**config.mk**
```make
export PLATFORM = sky130hd
export DESIGN_NAME = uri_component_validator
export DESIGN_NICKNAME = d
export VERILOG_FILES = /design/src/sv/ucv_pkg.sv /design/src/sv/uri_component_validator.sv
export SDC_FILE = /design/constraint.sdc
export NUM_CORES = 1
export LEC_CHECK = 0
export BUFFER_PORTS_ARGS = -buffer_cell sky130_fd_sc_hd__buf_2
export CAP_MARGIN = 40
export CORE_MARGIN = 10
export CORE_UTILIZATION = 30
export CTS_BUF_LIST = sky130_fd_sc_hd__clkbuf_8 sky130_fd_sc_hd__clkbuf_16
export CTS_CLUSTER_SIZE = 20
export DETAILED_ROUTE_END_ITERATION = 6
export GPL_TIMING_DRIVEN = 0
export PLACE_DENSITY_LB_ADDON = 0.3
export SLEW_MARGIN = 0
export SYNTH_ARGS = -nofsm -noshare
export SYNTH_HDL_FRONTEND = slang
export SYNTH_SLANG_ARGS = --single-unit
```
**constraint.sdc**
```tcl
create_clock -name clk_i -period 2.8 [get_ports clk_i]
set_clock_uncertainty 0.1 [all_clocks]
set_input_delay 0.42 -clock clk_i [delete_from_list [all_inputs] [get_ports clk_i]]
set_output_delay 0.42 -clock clk_i [all_outputs]
set_load 0.01 [all_outputs]
```
**src/sv/ucv_pkg.sv**
```systemverilog
`timescale 1ns / 1ps
// ----------------------------------------------------------------------------
// ucv_pkg
// Shared constants and ASCII class helpers for the URI component validator:
// component type codes, register map, escape/octet limits, character codes.
// ----------------------------------------------------------------------------
package ucv_pkg;

  // component type codes held in the mode register
  localparam logic [3:0] MODE_SEGMENT  = 4'd0;
  localparam logic [3:0] MODE_PATH     = 4'd1;
  localparam logic [3:0] MODE_ABSOLUTE = 4'd2;
  localparam logic [3:0] MODE_ROOTLESS = 4'd3;
  localparam logic [3:0] MODE_ABEMPTY  = 4'd4;
  localparam logic [3:0] MODE_QUERY    = 4'd5;
  localparam logic [3:0] MODE_USERINFO = 4'd6;
  localparam logic [3:0] MODE_SCHEME   = 4'd7;
  localparam logic [3:0] MODE_IPV4     = 4'd8;

  // register map
  localparam int unsigned AddrWidth = 3;
  localparam int unsigned DataWidth = 32;
  localparam logic        REG_MODE  = 1'b0;

  // escape and octet limits
  localparam logic [1:0] EscDigits = 2'd2;
  localparam logic [9:0] OctetMax  = 10'd255;
  localparam logic [2:0] OctetMaxDigits = 3'd3;
  localparam logic [2:0] Ipv4Dots  = 3'd3;

  // character codes
  localparam logic [7:0] CH_NUL     = 8'h00;
  localparam logic [7:0] CH_PERCENT = 8'h25;
  localparam logic [7:0] CH_SLASH   = 8'h2F;
  localparam logic [7:0] CH_DOT     = 8'h2E;
  localparam logic [7:0] CH_COLON   = 8'h3A;
  localparam logic [7:0] CH_AT      = 8'h40;
  localparam logic [7:0] CH_QUEST   = 8'h3F;
  localparam logic [7:0] CH_PLUS    = 8'h2B;
  localparam logic [7:0] CH_MINUS   = 8'h2D;
  localparam logic [7:0] CH_ZERO    = 8'h30;
  localparam logic [7:0] CH_NINE    = 8'h39;

  function automatic logic is_digit(input logic [7:0] c);
    return (c >= CH_ZERO) && (c <= CH_NINE);
  endfunction

  function automatic logic is_alpha(input logic [7:0] c);
    return ((c >= 8'h41) && (c <= 8'h5A)) || ((c >= 8'h61) && (c <= 8'h7A));
  endfunction

  function automatic logic is_hex(input logic [7:0] c);
    return is_digit(c) || ((c >= 8'h41) && (c <= 8'h46)) ||
           ((c >= 8'h61) && (c <= 8'h66));
  endfunction

  // unreserved: alpha, digit, "-._~"
  function automatic logic is_unreserved(input logic [7:0] c);
    return is_alpha(c) || is_digit(c) || (c == CH_MINUS) || (c == CH_DOT) ||
           (c == 8'h5F) || (c == 8'h7E);
  endfunction

  // sub-delims: "!$&'()*+,;="
  function automatic logic is_sub_delim(input logic [7:0] c);
    return (c == 8'h21) || (c == 8'h24) || (c == 8'h26) || (c == 8'h27) ||
           (c == 8'h28) || (c == 8'h29) || (c == 8'h2A) || (c == CH_PLUS) ||
           (c == 8'h2C) || (c == 8'h3B) || (c == 8'h3D);
  endfunction

endpackage

```
**src/sv/uri_component_validator.sv**
```systemverilog
`timescale 1ns / 1ps
// Result path: the last byte of a string is transferred into the input
// register, then its verdict is written into the result register.
// Throughput: one byte per cycle unless a last byte meets a stalled result;
// per-string update: one short pass, input register to state/result regs.
// Reset: mode returns to segment, the string state clears, no result pending.
// ----------------------------------------------------------------------------
// uri_component_validator
// Checks a URI component, streamed at most one byte per transfer, against the
// component type in the mode register and returns one accept/reject result
// for each string.
// ----------------------------------------------------------------------------
module uri_component_validator (
  input  logic                              clk_i,
  input  logic                              rst_ni,
  // configuration port
  input  logic                              psel,
  input  logic                              penable,
  input  logic                              pwrite,
  input  logic [ucv_pkg::AddrWidth-1:0]     paddr,
  input  logic [ucv_pkg::DataWidth-1:0]     pwdata,
  output logic [ucv_pkg::DataWidth-1:0]     prdata,
  output logic                              pready,
  // byte stream in
  input  logic                              in_valid_i,
  output logic                              in_stall_o,
  input  logic [7:0]                        char_code_i,
  input  logic                              last_i,
  input  logic                              no_char_i,
  // result out
  output logic                              out_valid_o,
  input  logic                              out_stall_i,
  output logic                              accepted_o
);

  // configuration register
  logic [3:0] mode_q;
  logic       cfg_wr;

  // input register
  logic       s1_valid_q;
  logic [7:0] s1_char_q;
  logic       s1_last_q;
  logic       s1_no_char_q;
  logic       s1_adv;
  logic       proc;

  // string state
  logic [1:0] esc_q, esc_d;
  logic       start_q, start_d;
  logic       failed_q, failed_d;
  logic [2:0] dots_q, dots_d;
  logic [2:0] digits_q, digits_d;
  logic [9:0] value_q, value_d;
  logic       lzero_q, lzero_d;

  // result register
  logic       out_valid_q, out_valid_d;
  logic       accepted_q, accepted_d;

  // plain byte allowed by the text modes
  function automatic logic text_ok(input logic [7:0] c, input logic [3:0] m);
    logic ok;
    if (ucv_pkg::is_unreserved(c) || ucv_pkg::is_sub_delim(c)) begin
      ok = 1'b1;
    end else if (m == ucv_pkg::MODE_USERINFO) begin
      ok = (c == ucv_pkg::CH_COLON);
    end else if ((c == ucv_pkg::CH_COLON) || (c == ucv_pkg::CH_AT)) begin
      ok = 1'b1;
    end else if (m == ucv_pkg::MODE_QUERY) begin
      ok = (c == ucv_pkg::CH_SLASH) || (c == ucv_pkg::CH_QUEST);
    end else if (m == ucv_pkg::MODE_SEGMENT) begin
      ok = 1'b0;
    end else begin
      ok = (c == ucv_pkg::CH_SLASH);
    end
    return ok;
  endfunction

  function automatic logic octet_ok(input logic [2:0] n, input logic [9:0] v,
                                    input logic lz);
    return (n != 3'd0) && (v <= ucv_pkg::OctetMax) &&
           !((n == ucv_pkg::OctetMaxDigits) && lz);
  endfunction

  // configuration access
  assign pready = 1'b1;
  assign cfg_wr = psel && penable && pwrite && (paddr[2] == ucv_pkg::REG_MODE);
  assign prdata = (paddr[2] == ucv_pkg::REG_MODE) ?
                  {{(ucv_pkg::DataWidth-4){1'b0}}, mode_q} : '0;

  always_ff @(posedge clk_i or negedge rst_ni) begin
    if (!rst_ni) begin
      mode_q <= ucv_pkg::MODE_SEGMENT;
    end else if (cfg_wr) begin
      mode_q <= pwdata[3:0];
    end
  end

  // the input register drains unless a last byte meets a blocked result
  assign s1_adv     = !s1_last_q || !out_valid_q || !out_stall_i;
  assign proc       = s1_valid_q && s1_adv;
  assign in_stall_o = s1_valid_q && !s1_adv;

  always_ff @(posedge clk_i or negedge rst_ni) begin
    if (!rst_ni) begin
      s1_valid_q <= 1'b0;
    end else if (!in_stall_o) begin
      s1_valid_q <= in_valid_i;
    end
  end

  always_ff @(posedge clk_i) begin
    if (!in_stall_o && in_valid_i) begin
      s1_char_q    <= char_code_i;
      s1_last_q    <= last_i;
      s1_no_char_q <= no_char_i;
    end
  end

  // per-byte grammar check and end-of-string verdict
  always_comb begin
    logic [7:0] c;
    logic [9:0] times_ten;
    c         = s1_char_q;
    times_ten = {value_q[6:0], 3'b000} + {value_q[8:0], 1'b0};
    esc_d      = esc_q;
    start_d    = start_q;
    failed_d   = failed_q;
    dots_d     = dots_q;
    digits_d   = digits_q;
    value_d    = value_q;
    lzero_d    = lzero_q;
    accepted_d = 1'b0;

    if (!s1_no_char_q) begin
      priority if (c == ucv_pkg::CH_NUL) begin
        failed_d = 1'b1;
      end else if (mode_q <= ucv_pkg::MODE_USERINFO) begin
        if (esc_q != 2'd0) begin
          if (!ucv_pkg::is_hex(c)) failed_d = 1'b1;
          esc_d = esc_q - 2'd1;
        end else if (c == ucv_pkg::CH_PERCENT) begin
          esc_d = ucv_pkg::EscDigits;
        end else if (!text_ok(c, mode_q)) begin
          failed_d = 1'b1;
        end
        if (start_q) begin
          if (((mode_q == ucv_pkg::MODE_ABSOLUTE) || (mode_q == ucv_pkg::MODE_ABEMPTY)) &&
              (c != ucv_pkg::CH_SLASH)) failed_d = 1'b1;
          if ((mode_q == ucv_pkg::MODE_ROOTLESS) && (c == ucv_pkg::CH_SLASH))
            failed_d = 1'b1;
        end
      end else if (mode_q == ucv_pkg::MODE_SCHEME) begin
        if (start_q ? !ucv_pkg::is_alpha(c)
                    : !(ucv_pkg::is_alpha(c) || ucv_pkg::is_digit(c) ||
                        (c == ucv_pkg::CH_PLUS) || (c == ucv_pkg::CH_MINUS) ||
                        (c == ucv_pkg::CH_DOT))) failed_d = 1'b1;
      end else if (mode_q == ucv_pkg::MODE_IPV4) begin
        if (ucv_pkg::is_digit(c)) begin
          if (digits_q >= ucv_pkg::OctetMaxDigits) begin
            failed_d = 1'b1;
          end else begin
            if ((digits_q == 3'd0) && (c == ucv_pkg::CH_ZERO)) lzero_d = 1'b1;
            value_d  = times_ten + {6'd0, c[3:0]};
            digits_d = digits_q + 3'd1;
          end
        end else if (c == ucv_pkg::CH_DOT) begin
          if (!octet_ok(digits_q, value_q, lzero_q) || (dots_q >= ucv_pkg::Ipv4Dots))
            failed_d = 1'b1;
          else
            dots_d = dots_q + 3'd1;
          digits_d = 3'd0;
          value_d  = 10'd0;
          lzero_d  = 1'b0;
        end else begin
          failed_d = 1'b1;
        end
      end else begin
        failed_d = 1'b1;
      end
      start_d = 1'b0;
    end

    if (s1_last_q) begin
      priority if (failed_d || (esc_d != 2'd0) || (mode_q > ucv_pkg::MODE_IPV4)) begin
        accepted_d = 1'b0;
      end else if (mode_q == ucv_pkg::MODE_IPV4) begin
        accepted_d = (dots_d == ucv_pkg::Ipv4Dots) && octet_ok(digits_d, value_d, lzero_d);
      end else if (start_d && ((mode_q == ucv_pkg::MODE_ABSOLUTE) ||
                               (mode_q == ucv_pkg::MODE_ROOTLESS) ||
                               (mode_q == ucv_pkg::MODE_SCHEME))) begin
        accepted_d = 1'b0;
      end else begin
        accepted_d = 1'b1;
      end
      // string done: back to the idle string state
      esc_d    = 2'd0;
      start_d  = 1'b1;
      failed_d = 1'b0;
      dots_d   = 3'd0;
      digits_d = 3'd0;
      value_d  = 10'd0;
      lzero_d  = 1'b0;
    end
  end

  // string state registers
  always_ff @(posedge clk_i or negedge rst_ni) begin
    if (!rst_ni) begin
      esc_q    <= 2'd0;
      start_q  <= 1'b1;
      failed_q <= 1'b0;
      dots_q   <= 3'd0;
      digits_q <= 3'd0;
      value_q  <= 10'd0;
      lzero_q  <= 1'b0;
    end else if (proc) begin
      esc_q    <= esc_d;
      start_q  <= start_d;
      failed_q <= failed_d;
      dots_q   <= dots_d;
      digits_q <= digits_d;
      value_q  <= value_d;
      lzero_q  <= lzero_d;
    end
  end

  // result register
  assign out_valid_d = (out_valid_q && out_stall_i) || (proc && s1_last_q);

  always_ff @(posedge clk_i or negedge rst_ni) begin
    if (!rst_ni) begin
      out_valid_q <= 1'b0;
    end else begin
      out_valid_q <= out_valid_d;
    end
  end

  always_ff @(posedge clk_i) begin
    if (proc && s1_last_q) begin
      accepted_q <= accepted_d;
    end
  end

  assign out_valid_o = out_valid_q;
  assign accepted_o  = accepted_q;

`ifndef SYNTHESIS
  // a finished string leaves the string state cleared
  a_clear_after_last: assert property (@(posedge clk_i) disable iff (!rst_ni)
    proc && s1_last_q |=> start_q && !failed_q && (esc_q == 2'd0) && (dots_q == 3'd0))
    else $error("string state not cleared after last byte");

  // a pending result is never overwritten by the next string end
  a_no_overwrite: assert property (@(posedge clk_i) disable iff (!rst_ni)
    out_valid_q && out_stall_i && s1_valid_q && s1_last_q |-> in_stall_o)
    else $error("pending result would be overwritten");

  // a new result only follows a processed last byte
  a_result_source: assert property (@(posedge clk_i) disable iff (!rst_ni)
    $rose(out_valid_q) |-> $past(proc && s1_last_q))
    else $error("result appeared without a last byte");
`endif

endmodule

```
==> qor.yml <==
place:
  dp.cells: 517
  globalplace.congestion: 0.822
  dp_hpwl_um: 5840
  place_ws_ns: -0.332
  placed_cell_area_um2: 3390
  placement.io_buffers: 28
layout:
  nets: 466
  final_common_cell: "buf_4"
  final_area_um2: 3530
  area_growth_syn_to_layout_pct: 18.7
  drive_above_1_share_pct: 23.7
  antenna_cells: 0
  final_cell_count_no_fill: 529
  final_cell_mix: "buf_4, buf_2, conb_1"
drt:
  totalWireLength_um: 7450
  drc: 0
  wl_per_cell_um: 14.1
  drtAntennaViolNets: 0
  vias: 2589
  first_pass_iters: 4
  post_drt_via_cell_ratio: 4.89
  drt_iter0_drc: 111
run_status:
  violations: "setup timing"
  status: "finished, violations left"
yosys:
  synth_edf_count: 11
  synthCells: 329
  synthesis.area_um2: 2970
  synth_top_area_share_pct: 21.9
  avgSynthCellArea_um2: 9.03
  yosys.cell_types.count: 61
  ys_seq_area_share_pct: 33.9
  synth.area.top_cells: "dfrtp_1, edfxtp_1, buf_4"
  synth_top_cell_by_area: "dfrtp_1"
  yosys_register_bits: 38
  synth_warnings: 0
  ys.flop_type: "dfrtp_1"
  async_flop_share_pct: 71.1
power_and_ir_drop:
  power_density_nw_per_um2: 412
  irDropWorstVdd_uv: 306
  leakagePower_uw: 0.00163
timing:
  setup_tns_ns: -0.103
  max_freq_mhz: 345
  setup_viol: 1
  fin_ws_ns: -0.103
  slew_violations: 0
  worst_slew_pin_slew_ns: 0.666
  hold_violations: 0
  period_share_pct: 104
  rsz0062_at_grt: "true"
  period_needed_ns: 2.90
  hold_ws_ns: 0.0481
  slew_headroom_pct: 55.6
clock_network:
  clockBufferDepth: 2
  ctsHtreeMaxLevel: 2
  insertion_delay_ns: 0.29
  clockRootBuffer: "clkbuf_8"
  cts_tree: "yes"
  numCtsBuffers: 5
  cts.sinks: 38
  path_clk_slew_ns: 0.08
die:
  num_rows: 36
  die-area_um2: 14300
  initial_utilization_pct: 30.5
  core_area_um2: 9730
  io_pins: 88
  die_w_um: 120
  dieHeight_um: 120
setup_path:
  reg2reg_from: "value_q[0]"
  critPathArrivalTime_ns: 2.93
  path_delay_family: "compound AO/OA/AOI/OAI gates"
  path_cells: "fa_2 -> fa_2 -> a211oi_2 -> o21bai_1 -> a21oi_2 -> xnor2_1 -> a311oi_1 -> o211ai_1 -> a211oi_2"
  worstSetupPathType: "reg2reg"
  end_kind: "flip-flop"
  cpMaxStageDelayCell: "fa_2"
  cp_slowest_stage_delay_ns: 0.50
  cp-start-kind: "flip-flop"
  crit_fanout: 3
  critPathLaunch: "value_q[0]"
  critPathBufInv: 0
  required_ns: 2.83
grt:
  track_usage_pct: 10.4
  grt_first_pass_wirelength_um: 12600
  antenna_found_initial: 0
  grt_pass1_vias: 2545
  grt_max_degree: 28
  grt_overflow_total: 0
run:
  cap_violations: 0
min_path:
  hp-class: "in2async"
[worst register-to-register path: cells and delay by family (launching register included)]
kind / cells / cell delay, ns
AOI/OAI and AO/OA: 6 / 1.19
xor gates and xnor gates: 1 / 0.11
adders and majority gates: 2 / 0.90
DFF: 1 / 0.44
[logic make-up after synthesis]
kind of cell               synth area share, %
and+or+nand+nor                           20.8
AOI/OAI and AO/OA                         22.0
buffers and inverters                     10.1
DFF                                       33.9
adders and majority gates                 8.51
xor gates and xnor gates                  2.27
muxes                                     2.19
other                                    0.253
[path summary, 6_finish.rpt]
kind                            slack (ns)            to  depth (start not counted)
worst max-delay path                 -0.10    accepted_o                          9
worst min-delay path                  0.05    value_q[7]                          1
worst max register to register       -0.10    accepted_o                          9
worst min register to register        0.42       lzero_q                          2
max in group asynchronous             2.08    value_q[0]                          1
min in group clk_i                    0.20  s1_no_char_q                          1
[flip-flops by register name, summed over array words and instances (netlist names), 2 cells and up]
register	cells
digits_q	3
s1_char_q	8
dots_q	3
esc_q	2
value_q	10
mode_q	4
[what timing repair did]
item / CTS / global route
resized for setup: 2 / 6
pin swaps: 9 / 2
buffers inserted: 4 / 0
endpoints found under the setup margin: 1 / 3
hold buffers: 0 / 0
[area by class of cell]
class | count | area, um2
plain buffers | 39 | 259
clock buffers | 5 | 68.8
clock inverters | 3 | 12.5
fillers | 1041 | 6200
inverters | 11 | 41.3
multi-input cells | 268 | 1800
flip-flops and latches | 38 | 1010
well taps | 133 | 166
repair buffers | 32 | 170
[cells in the mapped netlist (all sizes together), types with 2 or more instances]
master / count
a2111oi: 2
a211oi: 7
a21o: 4
a21oi: 18
a22o: 6
a22oi: 2
a311oi: 2
a31oi: 7
and2: 6
and3: 2
buf: 32
clkbuf: 7
conb: 2
dfrtp: 26
edfxtp: 11
fa: 2
ha: 17
inv: 11
mux2: 4
mux2i: 2
nand2: 26
nand2b: 3
nand3: 11
nand4: 5
nand4b: 2
nor2: 22
nor2b: 12
nor3: 4
nor3b: 3
nor4: 3
o211a: 2
o211ai: 6
o21a: 3
o21ai: 23
o21bai: 3
o22ai: 3
o31ai: 3
or2: 2
or3: 3
or4: 3
xnor2: 3
xor2: 2
[layer usage]
metal  vias up  track usage (%)  wire length (um)
met2        71             16.6              3430
met3         6             2.58               501
met4         0             2.56                59
met1      1221             13.7              3460
met5         -                0                 0
li1       1291                -                 -
[through the flow]
step                      util (%)  power [uW]
final                         36.3        1450
after floorplan                  -         972
after global routing          36.3        1550
after global placement        34.8        1070
after detailed placement      34.8        1080
after CTS                     36.0        1460
[where the power goes]
group / switching [uW] / internal [uW]
Sequential: 59.7 / 623
Combinational: 220 / 178
Clock: 206 / 168
Total: 485 / 968
No activity file was read; power rests on OpenSTA's default activity.
